**src/sv/rpc_pkg.sv**
```systemverilog
// shared types and constants of the rst polynomial controller
package rpc_pkg;

	localparam int SAMPLE_W    = 16;
	localparam int COEF_W      = 16;
	localparam int PROD_W      = SAMPLE_W + COEF_W;
	localparam int PACK_W      = 64;
	localparam int PACKED_TAPS = PACK_W / COEF_W;
	localparam int TAPS_W      = 3;
	localparam int CFG_IDX_W   = 3;
	localparam int FRAC_BITS   = 12;
	// eleven 32-bit products at most, plus headroom for the rounding constant
	localparam int ACC_W       = 36;
	localparam int QUO_W       = ACC_W - FRAC_BITS;
	localparam int QUEUE_DEPTH = 4;
	localparam int QPTR_W      = $clog2(QUEUE_DEPTH);

	localparam logic signed [ACC_W-1:0] ROUND_HALF = ACC_W'(1) <<< (FRAC_BITS - 1);

	typedef enum logic [CFG_IDX_W-1:0] {
		REG_F_PACK = 3'd0,
		REG_G_PACK = 3'd1,
		REG_R_PACK = 3'd2,
		REG_F_TAPS = 3'd3,
		REG_G_TAPS = 3'd4,
		REG_R_TAPS = 3'd5
	} cfg_reg_t;

	typedef struct packed {
		logic [PACK_W-1:0] f_pack;
		logic [PACK_W-1:0] g_pack;
		logic [PACK_W-1:0] r_pack;
		logic [TAPS_W-1:0] f_taps;
		logic [TAPS_W-1:0] g_taps;
		logic [TAPS_W-1:0] r_taps;
	} coef_t;

	typedef struct packed {
		logic empty;
		logic full;
	} queue_stat_t;

endpackage

```
**src/sv/rpc_if.sv**
```systemverilog


interface rpc_out_if;
	logic                                 valid;
	logic                                 ready;
	logic signed [rpc_pkg::SAMPLE_W-1:0]  drive_value;
	logic                                 saturated;

	modport source (output valid, drive_value, saturated, input ready);
	modport sink   (input valid, drive_value, saturated, output ready);
	modport mon    (input valid, ready, drive_value, saturated);
endinterface


```
**src/sv/rpc_back.sv**
```systemverilog
// back end: closes the F loop on past outputs, rounds, saturates, holds the result
module rpc_back #(
	parameter int MAX_TAPS = 4
) (
	input  logic                               clk,
	input  logic                               arst_n,
	input  rpc_pkg::coef_t                     coef,
	input  rpc_pkg::queue_stat_t               q_stat,
	input  logic signed [rpc_pkg::ACC_W-1:0]   pop_data,
	output logic                               pop,
	rpc_out_if.source                          drive_ch
);

	localparam int LANES = (MAX_TAPS < rpc_pkg::PACKED_TAPS) ? MAX_TAPS : rpc_pkg::PACKED_TAPS;

	logic signed [rpc_pkg::SAMPLE_W-1:0] u_hist_q [LANES-1];
	logic signed [rpc_pkg::COEF_W-1:0]   f_coef   [LANES-1];
	logic signed [rpc_pkg::PROD_W-1:0]   f_prod   [LANES-1];
	logic signed [rpc_pkg::ACC_W-1:0]    acc;
	logic signed [rpc_pkg::QUO_W-1:0]    quo;
	logic signed [rpc_pkg::SAMPLE_W-1:0] drive_nxt;
	logic                                sat_nxt;
	logic signed [rpc_pkg::SAMPLE_W-1:0] drive_q;
	logic                                sat_q;
	logic                                out_vld_q;

	assign pop = !q_stat.empty && (!out_vld_q || drive_ch.ready);

	// u_hist_q[j] is the output of j+1 requests ago and meets F tap j+1
	always_comb begin
		acc = pop_data;
		for (int j = 0; j < LANES - 1; j++) begin
			f_coef[j] = (rpc_pkg::TAPS_W'(j + 1) < coef.f_taps) ?
				signed'(coef.f_pack[rpc_pkg::COEF_W*(j+1) +: rpc_pkg::COEF_W]) : '0;
			f_prod[j] = f_coef[j] * u_hist_q[j];
			acc = acc - rpc_pkg::ACC_W'(f_prod[j]);
		end
	end

	// round half up, then clip when the quotient leaves the 16-bit range
	always_comb begin
		quo     = rpc_pkg::QUO_W'((acc + rpc_pkg::ROUND_HALF) >>> rpc_pkg::FRAC_BITS);
		sat_nxt = (quo[rpc_pkg::QUO_W-1:rpc_pkg::SAMPLE_W-1] != '0) &&
			(quo[rpc_pkg::QUO_W-1:rpc_pkg::SAMPLE_W-1] != '1);
		if (!sat_nxt) begin
			drive_nxt = quo[rpc_pkg::SAMPLE_W-1:0];
		end else if (quo[rpc_pkg::QUO_W-1]) begin
			drive_nxt = {1'b1, {(rpc_pkg::SAMPLE_W-1){1'b0}}};
		end else begin
			drive_nxt = {1'b0, {(rpc_pkg::SAMPLE_W-1){1'b1}}};
		end
	end

	always_ff @(posedge clk or negedge arst_n) begin
		if (!arst_n) begin
			out_vld_q <= 1'b0;
			for (int j = 0; j < LANES - 1; j++) begin
				u_hist_q[j] <= '0;
			end
		end else begin
			if (pop) begin
				out_vld_q   <= 1'b1;
				u_hist_q[0] <= drive_nxt;
				for (int j = 1; j < LANES - 1; j++) begin
					u_hist_q[j] <= u_hist_q[j-1];
				end
			end else if (drive_ch.ready) begin
				out_vld_q <= 1'b0;
			end
		end
	end

	always_ff @(posedge clk) begin
		if (pop) begin
			drive_q <= drive_nxt;
			sat_q   <= sat_nxt;
		end
	end

	assign drive_ch.valid       = out_vld_q;
	assign drive_ch.drive_value = drive_q;
	assign drive_ch.saturated   = sat_q;

endmodule

```
**src/flat_wrapper.sv**
```systemverilog
// flat-port wrapper written by rule: the top's interface ports become plain ports
module rpc_back_flat 
#(
	parameter int MAX_TAPS = 4
)
  (clk, arst_n, coef, q_stat, pop_data, pop, drive_ch_valid, drive_ch_drive_value, drive_ch_saturated, drive_ch_ready);
  rpc_out_if drive_ch_i ();
  input  logic clk;
  input  logic arst_n;
  input  rpc_pkg::coef_t coef;
  input  rpc_pkg::queue_stat_t q_stat;
  input  logic signed [rpc_pkg::ACC_W-1:0] pop_data;
  output logic pop;
  output wire logic [$bits(drive_ch_i.valid)-1:0] drive_ch_valid;
  output wire logic [$bits(drive_ch_i.drive_value)-1:0] drive_ch_drive_value;
  output wire logic [$bits(drive_ch_i.saturated)-1:0] drive_ch_saturated;
  input wire logic [$bits(drive_ch_i.ready)-1:0] drive_ch_ready;
  assign drive_ch_valid = drive_ch_i.valid;
  assign drive_ch_drive_value = drive_ch_i.drive_value;
  assign drive_ch_saturated = drive_ch_i.saturated;
  assign drive_ch_i.ready = drive_ch_ready;
  rpc_back #(.MAX_TAPS(MAX_TAPS)) u_core (.clk(clk), .arst_n(arst_n), .coef(coef), .q_stat(q_stat), .pop_data(pop_data), .pop(pop), .drive_ch(drive_ch_i));
endmodule
```
**config.mk**
```make
export PLATFORM = sky130hd
export DESIGN_NAME = rpc_back_flat
export DESIGN_NICKNAME = d
export VERILOG_FILES = /design/src/sv/rpc_pkg.sv /design/src/sv/rpc_if.sv /design/src/sv/rpc_back.sv /design/src/flat_wrapper.sv
export SDC_FILE = /design/constraint.sdc
export NUM_CORES = 2
export LEC_CHECK = 0
export BUFFER_PORTS_ARGS = -buffer_cell sky130_fd_sc_hd__buf_2
export CORE_MARGIN = 3
export CORE_UTILIZATION = 35
export CTS_CLUSTER_SIZE = 14
export DETAILED_ROUTE_END_ITERATION = 6
export GPL_ROUTABILITY_DRIVEN = 0
export GPL_TIMING_DRIVEN = 1
export MAX_ROUTING_LAYER = met4
export PLACE_DENSITY = 0.51
export SYNTH_ARGS = -nofsm -noshare
export SYNTH_HDL_FRONTEND = slang
export SYNTH_SLANG_ARGS = --single-unit
```
**constraint.sdc**
```tcl
create_clock -name clk -period 25 [get_ports clk]
set_input_delay 1.25 -clock clk [delete_from_list [all_inputs] [get_ports clk]]
set_output_delay 1.25 -clock clk [all_outputs]
set_load 0.1 [all_outputs]
```
==> results.yml <==
run_status:
  outcome: "finished clean"
die:
  chipHeight_um: 321
  std_cell_rows: 115
  core-area_um2: 98400
  start_util: 0.353
  io_pins: 261
  die_x_um: 321
  die_area_um2: 103000
timing:
  fin_crit_sh: 0.500
  slew_viol_final: 0
  max_freq_ghz: 0.0801
  clock_skew_ns: 0.0196
  timing.setup.tns_ns: 0
  relSlewSlack: 0.331
  rsz0062_at_grt: "no"
  hold_viol: 0
  setup_viol: 0
  final.min_clock_period_ns: 12.49
  worst_slack_ns: 12.51
  worstMarginPinSlew_ns: 1.00
setup_path:
  setup.worst_path.start_class: "primary input"
  slowest_stage: "fa_1"
  crit_top_cell: "fa_1"
  critical_path_class: "in -> reg"
  max_stage_delay_ns: 0.92
  path_max_fanout: 77
  end_kind: "flip-flop"
  critPathArrivalTime_ns: 12.60
  required_ns: 25.11
logic_synthesis:
  synth-seq-cells: 66
  async_reset_ff_frac: 0.742
  synthFlopType: "dfrtp_1"
  synth_area_um2: 34800
  synth_warnings: 0
  ys_seq_area_frac: 0.0499
  avgSynthCellArea_um2: 9.95
  synthDistinctLibCells: 65
  syn_inst: 3495
  syn-num-nets: 4959
  synth_edf_count: 17
grt:
  grt-ovfl-total: 0
  grt_util_all_layers: 0.205
  first_global_vias: 25600
  grt_start_max_net_pins: 78
  antenna_found_initial: 8
  grt_pass1_wl_mm: 157
clock_tree:
  clkSlewWorstSetupHoldPaths_ns: 0.06
  hold_buffers: 0
  cts_setup_buffers: 0
  cts_sinks: 66
  cts_resized: 0
  cts_max_level: 3
  clk_path_buf_depth: 2
  ctsRootBufferMaster: "clkbuf_16"
  cts_made_buffers: 9
  cts_tree: "built"
  insertion_delay_ns: 0.37
placement:
  post-dp-hpwl_mm: 86.5
  place_ws_ns: 12.15
  io_buffer_count: 109
flow_run:
  drv_cap: 0
layout:
  drive_above_1_share: 0.0579
  syn_to_final_growth_pct: 5.81
  fin_nets: 4931
  n_fill_cell: 10000
detailed_routing:
  dr.pass1.iters: 5
  wl_mm: 97.6
  via_per_inst: 4.80
  wl_per_cell_um: 20.5
  vias: 22900
  drt_iter0_drc: 1369
  drt.antenna.violating_nets: 0
  drc_errors: 0
hold_path:
  hp-class: "reg -> reg"
metrics by stage:
| stage | std cells | hold WS, ns | area [um^2] | util |
|---|---|---|---|---|
| floorplan | 3495 | 0.517 | 34800 | - |
| global placement | 4743 | 0.577 | 36500 | 0.371 |
| detailed placement | 4743 | 0.582 | 36500 | 0.371 |
| CTS | 4759 | 0.591 | 36800 | 0.374 |
| global route | 4763 | 0.638 | 36800 | 0.374 |
| finish | 4764 | 0.587 | 36800 | 0.374 |
cells in the mapped netlist (all sizes together) (3+ instances only):
cell       n  area (um^2)
and2      47          294
xor2      10         87.6
o21ai     26          141
a2111oi    3         51.3
or2        5         31.3
dfrtp     49         1230
nor2      37          141
a21boi     3         22.5
o21bai     3         22.5
edfxtp    17          510
a211oi     5         47.5
buf        8         33.8
nand3     24          125
a31oi      4         25.0
o31a       3         26.3
nand2    399         1500
inv      941         3530
ha       233         2920
a21o      13         97.6
nand2b    17          106
fa       989        19800
clkbuf   160          603
xnor2     26          228
mux2      33          372
a21oi     28          159
and3     339         2120
o211a     10          100
o211ai     4         30.0
o31ai      3         22.5
nor2b     25          156
nand4      3         18.8
cells in the final DEF, fill, tap and decap left out, drive strengths merged, types with 2 or more instances in the layout:
cell type  instances
fa               989
inv              943
nand2            399
and3             339
ha               233
buf              129
dfrtp             49
and2              47
nor2              37
mux2              33
a21oi             28
xnor2             26
o21ai             26
nor2b             25
nand3             24
nand2b            17
edfxtp            17
a21o              13
xor2              10
o211a             10
clkbuf             9
diode              5
or2                5
a211oi             5
a31oi              4
o211ai             4
a21boi             3
nand4              3
o31ai              3
o31a               3
o21bai             3
clkinv             3
a2111oi            3
a31o               2
mux2i              2
a221oi             2
a311oi             2
o21a               2
nor3               2
bufinv             2
critical path: cells and delay by family:
kind                     cells  cell delay, ns
XOR/XNOR                     1            0.61
AO/OA/AOI/OAI                6            2.01
adder cells (fa/ha/maj)     10            5.17
buffers and inverters       10            2.38
AND/OR/NAND/NOR              5            1.10
kinds of logic after synthesis:
kind of cell | after synthesis | synth area share
muxes | 35 | 0.0113
xor gates and xnor gates | 36 | 0.00906
AOI/OAI and AO/OA | 122 | 0.0259
adders and majority gates | 1222 | 0.653
buffers and inverters | 1109 | 0.120
and+or+nand+nor | 905 | 0.131
DFF | 66 | 0.0499
registers in the layout (all words and copies together), names as in the netlist:
register,flops
u_core.u_hist_q,48
u_core.drive_ch.valid,1
u_core.drive_ch.saturated,1
u_core.drive_ch.drive_value,16
layer usage:
metal | vias up | track usage | routed length, um
met1 | 12200 | 0.296 | 47200
met4 | 0 | 0.0401 | 1880
li1 | 10200 | - | -
met5 | - | - | 0
met3 | 63 | 0.0133 | 3430
met2 | 438 | 0.320 | 45100
final timing paths:
check                                 startpoint                         to  slack (ns)  cells after the start
hold / removal             u_core.drive_ch.valid      u_core.drive_ch.valid        0.59                      2
setup / recovery                         coef[8]  u_core.drive_ch.saturated       12.51                     32
min in group asynchronous                 arst_n        u_core.u_hist_q[43]        1.02                      2
max in group asynchronous                 arst_n        u_core.u_hist_q[16]       23.34                      2
setup reg to reg              u_core.u_hist_q[0]  u_core.drive_ch.saturated       14.65                     25
hold reg to reg            u_core.drive_ch.valid      u_core.drive_ch.valid        0.59                      2
cell type report:
| type | count | area [um^2] | area share |
|---|---|---|---|
| Timing Repair Buffer | 129 | 696 | 0.0189 |
| Clock inverter | 7 | 100 | 0.00272 |
| Sequential cell | 66 | 1740 | 0.0472 |
| Clock buffer | 9 | 225 | 0.00612 |
| Multi-Input combinational cell | 2320 | 28900 | 0.785 |
| Antenna cell | 5 | 12.5 | 0.000340 |
| Tap cell | 1287 | 1610 | 0.0438 |
| Inverter | 941 | 3530 | 0.0960 |
Power is not shown: default switching activity piles up to over one toggle a cycle in this logic, so the estimate is an artifact.
