==> src/sv/rpc_pkg.sv <==
// shared types and constants of the rst polynomial controller
package rpc_pkg;

	localparam int SAMPLE_W    = 16;
	localparam int COEF_W      = 16;
	localparam int PROD_W      = SAMPLE_W + COEF_W;
	localparam int PACK_W      = 64;
	localparam int PACKED_TAPS = PACK_W / COEF_W;
	localparam int TAPS_W      = 3;
	localparam int CFG_IDX_W   = 3;
	localparam int FRAC_BITS   = 12;
	// eleven 32-bit products at most, plus headroom for the rounding constant
	localparam int ACC_W       = 36;
	localparam int QUO_W       = ACC_W - FRAC_BITS;
	localparam int QUEUE_DEPTH = 4;
	localparam int QPTR_W      = $clog2(QUEUE_DEPTH);

	localparam logic signed [ACC_W-1:0] ROUND_HALF = ACC_W'(1) <<< (FRAC_BITS - 1);

	typedef enum logic [CFG_IDX_W-1:0] {
		REG_F_PACK = 3'd0,
		REG_G_PACK = 3'd1,
		REG_R_PACK = 3'd2,
		REG_F_TAPS = 3'd3,
		REG_G_TAPS = 3'd4,
		REG_R_TAPS = 3'd5
	} cfg_reg_t;

	typedef struct packed {
		logic [PACK_W-1:0] f_pack;
		logic [PACK_W-1:0] g_pack;
		logic [PACK_W-1:0] r_pack;
		logic [TAPS_W-1:0] f_taps;
		logic [TAPS_W-1:0] g_taps;
		logic [TAPS_W-1:0] r_taps;
	} coef_t;

	typedef struct packed {
		logic empty;
		logic full;
	} queue_stat_t;

endpackage

==> src/sv/rpc_queue.sv <==
// short queue of partial sums between front and back end
module rpc_queue (
	input  logic                               clk,
	input  logic                               arst_n,
	input  logic                               push,
	input  logic signed [rpc_pkg::ACC_W-1:0]   push_data,
	input  logic                               pop,
	output logic signed [rpc_pkg::ACC_W-1:0]   pop_data,
	output rpc_pkg::queue_stat_t               stat
);

	logic signed [rpc_pkg::ACC_W-1:0] entry_q [rpc_pkg::QUEUE_DEPTH];
	logic [rpc_pkg::QPTR_W-1:0]       wr_ptr_q;
	logic [rpc_pkg::QPTR_W-1:0]       rd_ptr_q;
	logic [rpc_pkg::QPTR_W:0]         count_q;

	assign stat.empty = (count_q == '0);
	assign stat.full  = (count_q == (rpc_pkg::QPTR_W + 1)'(rpc_pkg::QUEUE_DEPTH));
	assign pop_data   = entry_q[rd_ptr_q];

	always_ff @(posedge clk or negedge arst_n) begin
		if (!arst_n) begin
			wr_ptr_q <= '0;
			rd_ptr_q <= '0;
			count_q  <= '0;
		end else begin
			if (push) begin
				wr_ptr_q <= wr_ptr_q + 1'b1;
			end
			if (pop) begin
				rd_ptr_q <= rd_ptr_q + 1'b1;
			end
			if (push && !pop) begin
				count_q <= count_q + 1'b1;
			end else if (pop && !push) begin
				count_q <= count_q - 1'b1;
			end
		end
	end

	always_ff @(posedge clk) begin
		if (push) begin
			entry_q[wr_ptr_q] <= push_data;
		end
	end

endmodule

==> config.mk <==
export PLATFORM = sky130hd
export DESIGN_NAME = rpc_queue
export DESIGN_NICKNAME = d
export VERILOG_FILES = /design/src/sv/rpc_pkg.sv /design/src/sv/rpc_queue.sv
export SDC_FILE = /design/constraint.sdc
export NUM_CORES = 1
export LEC_CHECK = 0
export ABC_AREA = 1
export BUFFER_PORTS_ARGS = -buffer_cell sky130_fd_sc_hd__buf_2
export CORE_MARGIN = 4
export CORE_UTILIZATION = 57
export DETAILED_ROUTE_END_ITERATION = 12
export PLACE_DENSITY = 0.8
export SETUP_SLACK_MARGIN = 0.5
export SKIP_CTS_REPAIR_TIMING = 1
export SLEW_MARGIN = 20
export SYNTH_ARGS = -nofsm -noshare
export SYNTH_HDL_FRONTEND = slang
export SYNTH_SLANG_ARGS = --single-unit
==> constraint.sdc <==
create_clock -name clk -period 2.45 [get_ports clk]
set_input_delay 0.245 -clock clk [delete_from_list [all_inputs] [get_ports clk]]
set_output_delay 0.245 -clock clk [all_outputs]
set_load 0.01 [all_outputs]
==> summary.txt, run 1 <==
Worst setup path
  – Setup slack, reg-to-reg: 810 ps
  – Crit path max fanout: 19
  – WP data required: 2200 ps
  – Worst Path Buf+Inv: 2
  – Worst R2R Path Depth: 5
  – Critical path, cell by cell: buf_12, o211ai_1, nand2_1, buf_2
  – Critical Path Start Type: flop
  – CP max stage delay: 590 ps
  – Worst r2r src: wr_ptr_q[0]
  – Setup crit start: rd_ptr_q[0]
  – Cell family with most CP delay: flip-flops
  – Worst path slowest cell: dfrtp_4
  – Worst Setup End Kind: output port
  – Worst R2R End: entry_q[0][18]
  – Setup Crit Path Kind: reg2out
  – Critical Path AT: 1800 ps

Clock network
  – Worst skew pair latency: 520 ps
  – CTS max path bufs: 2
  – H-tree depth: 4
  – Sink Count: 151
  – Worst-path clk slew: 60 ps
  – Inserted Clock Buffers: 17
  – TritonCTS clock tree: done
  – Clock root buffer: clkbuf_8

Place
  – Port Buffer Count: 77
  – Placed instance area: 0.00663 mm2
  – Pre-CTS setup slack: 536 ps
  – Inst Count DP: 664
  – Routability cong.: 0.735
  – HPWL after detailed placement: 6.54 mm

Routing
  – DRC: 0
  – Via count: 3,945
  – TritonRoute pass-1 iters: 5
  – Routed Antenna Nets: 0
  – DR WL/cell: 17.7 um
  – DRT iter0 DRCs: 316
  – WL final: 13.1 mm
  – Via density: 5.32

Floorplanning
  – Io pins: 78
  – Area of the die: 0.0125 mm2
  – Core Region: 0.0104 mm2
  – # rows: 37
  – Initial Utilization: 0.591
  – Chip height: 112 um
  – Chip width: 112 um

Global routing
  – Grt ovf: 0
  – Antenna violations before repair: 0
  – First-pass GRT wire length: 18.2 mm
  – GR Util All Layers: 0.190
  – Largest net degree at the start of global routing: 78
  – Number of global-route vias before repair: 3,728

Logic synthesis
  – Yosys warns: 0
  – #FFs+latches synth: 151
  – Distinct cells, synth: 19
  – Part of the Yosys area used for sequential elements: 0.731
  – Mapped cell area: 0.00616 mm2
  – Mapped Nets: 513
  – Post-Syn Instances: 467
  – Average size of a mapped cell: 13.2 um2

Status
  – Status: finished, final reports clean

Job
  – Max-cap violations: 0

Cells and area
  – Layout Cells excl Fill: 742
  – Most common cell after layout, fill and taps aside: edfxtp_1
  – Final net count: 639
  – ANT cells: 0
  – Most frequent cells in the layout: 144 x edfxtp_1, 121 x nand2_1, 79 x inv_1
  – Share of cells above drive strength 1: 0.211
  – Area Growth Syn to Fin: 25.0%
  – Final Cell Area: 0.00770 mm2

Pwr
  – VDD IR max: 0.000761 V
  – Leakage: 3.18 nW
  – Power Density: 1200 mW/mm2
  – Pwr Total: 9.25 mW

Timing
  – Final Hold Vio Count: 0
  – Max Clock Freq: 489 MHz
  – Slew margin rel.: 0.672
  – Worst Max-Slew Pin Slew: 492 ps
  – PnR worst setup slack: 406 ps
  – RSZ-0062 raised after global routing: yes
  – Crit path time final: 2040 ps
  – Final Max Slew Viols: 0
  – Final setup fails: 0
  – Tcrit/Tclk final: 0.834
  – Setup_tns: 0 ps
  – Setup Skew: 5.98 ps

Worst hold path
  – Hold crit path type: in2async
-- layout make-up --
| type | count | area [um2] |
|---|---|---|
| tap | 136 | 170 |
| clock inverter | 15 | 151 |
| multi-input combinational | 208 | 1140 |
| timing repair buffer | 131 | 995 |
| fill | 662 | 2720 |
| sequential | 151 | 4500 |
| inverter | 84 | 323 |
| clock buffer | 17 | 414 |
-- worst max path at each step --
stage	end	slack [ps]	cells past startpoint
6_report	pop_data[33]	410	4
5_1_grt	pop_data[21]	320	4
4_1_cts	pop_data[25]	-50	5
3_5_place_dp	pop_data[25]	540	5
3_3_place_gp	pop_data[29]	610	5
2_1_floorplan	entry_q[2][0]	680	4
-- power breakdown --
| part | internal [mW] | leakage, nW | switching, mW |
|---|---|---|---|
| Combinational | 1.20 | 1.50 | 1.96 |
| Clock | 1.45 | 0.274 | 1.02 |
| Sequential | 3.39 | 1.40 | 0.224 |
-- cell families (layout without fill, tap and decap cells) --
| kind of cell | count (synthesis) | count (layout) | synth area share |
|---|---|---|---|
| adders and majority gates | 6 | 6 | 0.0134 |
| DFF | 151 | 151 | 0.731 |
| xor gates and xnor gates | 4 | 4 | 0.00569 |
| and+or+nand+nor | 125 | 125 | 0.0772 |
| AOI/OAI and AO/OA | 73 | 73 | 0.0886 |
| buffers and inverters | 108 | 247 | 0.0845 |
-- worst reg2reg max path: cells and delay by family (launching register included) --
family / cells / cell delay, ps
adder cells (fa/ha/maj): 1 / 150
buffers and inverters: 3 / 720
flip-flops: 1 / 430
AND/OR/NAND/NOR: 1 / 60
-- cells in the mapped netlist --
master | instances | share of area
clkinv_4 | 1 | 0.0014
o211ai_1 | 72 | 0.088
ha_1 | 5 | 0.010
buf_4 | 10 | 0.012
clkbuf_8 | 5 | 0.011
inv_1 | 83 | 0.051
edfxtp_1 | 144 | 0.70
fa_1 | 1 | 0.0033
nand3_1 | 1 | 0.00081
nor3_1 | 2 | 0.0016
buf_2 | 6 | 0.0049
nand4_1 | 1 | 0.0010
xnor2_1 | 1 | 0.0014
o21ai_1 | 1 | 0.00081
nand2_1 | 121 | 0.074
dfrtp_1 | 7 | 0.028
clkbuf_1 | 1 | 0.00061
buf_6 | 2 | 0.0037
xor2_1 | 3 | 0.0043
-- state kept, by name, indices dropped and copies added (netlist names) --
signal / flops
count_q: 3
entry_q: 144
rd_ptr_q: 2
wr_ptr_q: 2
-- through the flow --
stage | util | hold slack, ps
after global routing | 0.739 | 101
final | 0.739 | 78.9
after CTS | 0.691 | -469
after global placement | 0.636 | 86.1
after detailed placement | 0.636 | 92.9
after floorplan | - | -50.6
-- routing by layer --
| layer | GRT usage | vias to the layer above | wire [um] |
|---|---|---|---|
| li1 | - | 1865 | - |
| met1 | 0.227 | 1868 | 4940 |
| met2 | 0.322 | 178 | 6940 |
| met3 | 0.0658 | 34 | 968 |
| met4 | 0.0657 | 0 | 268 |
| met5 | 0 | - | 0 |
Note: power is estimated with default switching activity, not from simulation.
==> run 2: changes to the inputs <==
Clock period 2.45 ns to 2.08 ns, I/O delays scaled along.
==> run 2 against run 1 <==
- setup slack lost 230 ps
- largest cell class unchanged
- total power grew 14%
- clock power increased by 16%
- flip-flop and latch count did not move
- critical path type unchanged
- critical path depth unchanged
- critical endpoint is now pop_data[0]
- hold slack got worse by 61 ps
- sequential power up 16%
==> summary.txt, run 2 (same netlist as run 1, synthesis figures left out) <==
Global routing
  – Number of global-route vias before repair: 3,791 (was 3,728)
  – First-pass GRT wire length: 18.0 mm (was 18.2 mm)
  – GR Util All Layers: 0.185 (was 0.190)
  – Antenna violations before repair: 0 (unchanged)
  – Grt ovf: 0 (unchanged)
  – Largest net degree at the start of global routing: 67 (was 78)

Clock network
  – Inserted Clock Buffers: 17 (unchanged)
  – Worst-path clk slew: 60 ps (about the same)
  – H-tree depth: 4 (unchanged)
  – Clock root buffer: clkbuf_8 (unchanged)
  – Worst skew pair latency: 510 ps (was 520 ps)
  – CTS max path bufs: 2 (unchanged)
  – Sink Count: 151 (unchanged)
  – TritonCTS clock tree: done (unchanged)

Routing
  – Max Used Layer: met4 (unchanged)
  – Via count: 3,776 (was 3,945)
  – Metal3 WL: 466 um (was 968 um)
  – Via density: 5.11 (was 5.32)
  – DRT iter0 DRCs: 255 (was 316)
  – Met2 Wirelength: 5.79 mm (was 6.94 mm)
  – TritonRoute pass-1 iters: 5 (unchanged)
  – DR WL/cell: 15.2 um (was 17.7 um)
  – WL final: 11.3 mm (was 13.1 mm)
  – DRC: 0 (unchanged)
  – Routed Antenna Nets: 0 (unchanged)
  – WL met1: 4.82 mm (was 4.94 mm)

Timing
  – Setup Skew: 9.90 ps (was 5.98 ps)
  – Slew margin rel.: 0.806 (was 0.672)
  – PnR worst setup slack: 175 ps (was 406 ps)
  – Max Clock Freq: 525 MHz
  – Final setup fails: 0 (unchanged)
  – Final Hold Vio Count: 0 (unchanged)
  – Crit path time final: 1910 ps
  – Final hold slack: 18.2 ps (was 78.9 ps)
  – Worst Max-Slew Pin Slew: 291 ps (was 492 ps)
  – Setup_tns: 0 ps (unchanged)
  – Tcrit/Tclk final: 0.916
  – RSZ-0062 raised after global routing: yes (unchanged)
  – Final Max Slew Viols: 0 (unchanged)

Status
  – Status: finished, final reports clean (unchanged)

Worst setup path
  – Worst Path Buf+Inv: 2 (unchanged)
  – Critical path, cell by cell: buf_6, o211ai_1, nand2_1, buf_2 (was buf_12, o211ai_1, nand2_1, buf_2)
  – Worst Setup End Kind: output port (unchanged)
  – Crit path max fanout: 45 (was 19)
  – WP data required: 1870 ps (was 2200 ps)
  – Setup Crit Path Kind: reg2out (unchanged)
  – Critical Path Start Type: flop (unchanged)
  – Worst path slowest cell: dfrtp_4 (unchanged)
  – CP max stage delay: 510 ps (was 590 ps)
  – Crit path depth: 4 (unchanged)
  – Cell family with most CP delay: flip-flops (unchanged)
  – Critical Path AT: 1700 ps (was 1800 ps)
  – Worst R2R Path Depth: 5 (unchanged)

Cells and area
  – Area of the multi-input gates: 0.00115 mm2 (was 0.00114 mm2)
  – Biggest register: entry_q (unchanged)
  – Reg area: 0.00450 mm2 (unchanged)
  – Largest registers: entry_q (144), count_q (3) (unchanged)
  – Share of cells above drive strength 1: 0.212 (was 0.211)
  – ANT cells: 0 (unchanged)
  – Fill cells: 676 (was 662)
  – Max reg flops: 144 (unchanged)
  – Area Growth Syn to Fin: 24.3% (was 25.0%)
  – Most common cell after layout, fill and taps aside: edfxtp_1 (unchanged)
  – Utilization after layout: 0.735 (was 0.739)
  – Final net count: 636 (was 639)
  – Most frequent cells in the layout: 144 x edfxtp_1, 121 x nand2_1, 79 x inv_1 (unchanged)

Place
  – Routability cong.: 0.731 (was 0.735)
  – Port Buffer Count: 77 (unchanged)
  – HPWL after detailed placement: 6.70 mm (was 6.54 mm)
  – Pre-CTS setup slack: 448 ps (was 536 ps)

Floorplanning
  – Io pins: 78 (unchanged)
  – Area of the die: 0.0125 mm2 (unchanged)
  – Core Region: 0.0104 mm2 (unchanged)
  – # rows: 37 (unchanged)
  – Initial Utilization: 0.591 (unchanged)
  – Chip width: 112 um (unchanged)
  – Chip height: 112 um (unchanged)

Worst hold path
  – Hold crit path type: in2reg (was in2async)
  – Hold depth: 2

Pwr
  – Pwr Total: 10.6 mW (was 9.25 mW)
  – VDD IR max: 0.000896 V (was 0.000761 V)
  – Power Density: 1380 mW/mm2 (was 1200 mW/mm2)
  – Leakage: 3.12 nW (was 3.18 nW)

Job
  – Max-cap violations: 0 (unchanged)
==> run 2: cell types whose count changed in the layout (fill, tap and decap cells not counted), sizes merged <==
| cell | previous run | this run |
|---|---|---|
| clkinvlp | 2 | 6 |
| inv | 89 | 85 |
| clkbuf | 19 | 18 |
| clkinv | 6 | 5 |
| dlygate4sd3 | 39 | 38 |
==> run 2: metal layers <==
layer  up-vias  track usage
met3        18       0.0609
met2        98        0.311
met5         -            0
met4         0       0.0737
li1       1863            -
met1      1797        0.221
==> run 2: per-stage QoR <==
step	cells	area, um2
6_report	739	7660
4_1_cts	698	7230
3_3_place_gp	666	6670
3_5_place_dp	666	6670
2_1_floorplan	467	6170
5_1_grt	739	7660
==> run 2: report_power, final <==
part / switching, mW / internal (mW) / leakage [nW]
Sequential: 0.212 / 4.00 / 1.40
Combinational: 2.18 / 1.30 / 1.45
Clock: 1.15 / 1.71 / 0.272
==> run 2: worst paths after layout <==
| kind | slack [ps] | to | startpoint |
|---|---|---|---|
| worst max register to register | 680 | entry_q[1][22] | wr_ptr_q[1] |
| worst min register to register | 520 | count_q[2] | count_q[2] |
| worst max-delay path | 170 | pop_data[0] | rd_ptr_q[0] |
| worst min-delay path | 20 | wr_ptr_q[1] | push |
| min in group asynchronous | 60 | count_q[1] | arst_n |
| max in group asynchronous | 1840 | rd_ptr_q[0] | arst_n |
==> run 2: worst reg2reg max path, stage by stage, from the launching register on <==
cell and delay [ps]:
dfrtp_1 400, inv_1 120, ha_1 160, nand2_1 70
clkinvlp_4 90, buf_12 230
==> run 2: area by class of cell <==
type | instances | area share
clock buffers | 18 | 0.0546
multi-input cells | 208 | 0.150
inverters | 84 | 0.0441
well taps | 136 | 0.0222
clock inverters | 14 | 0.0190
flip-flops and latches | 151 | 0.588
repair buffers | 128 | 0.122
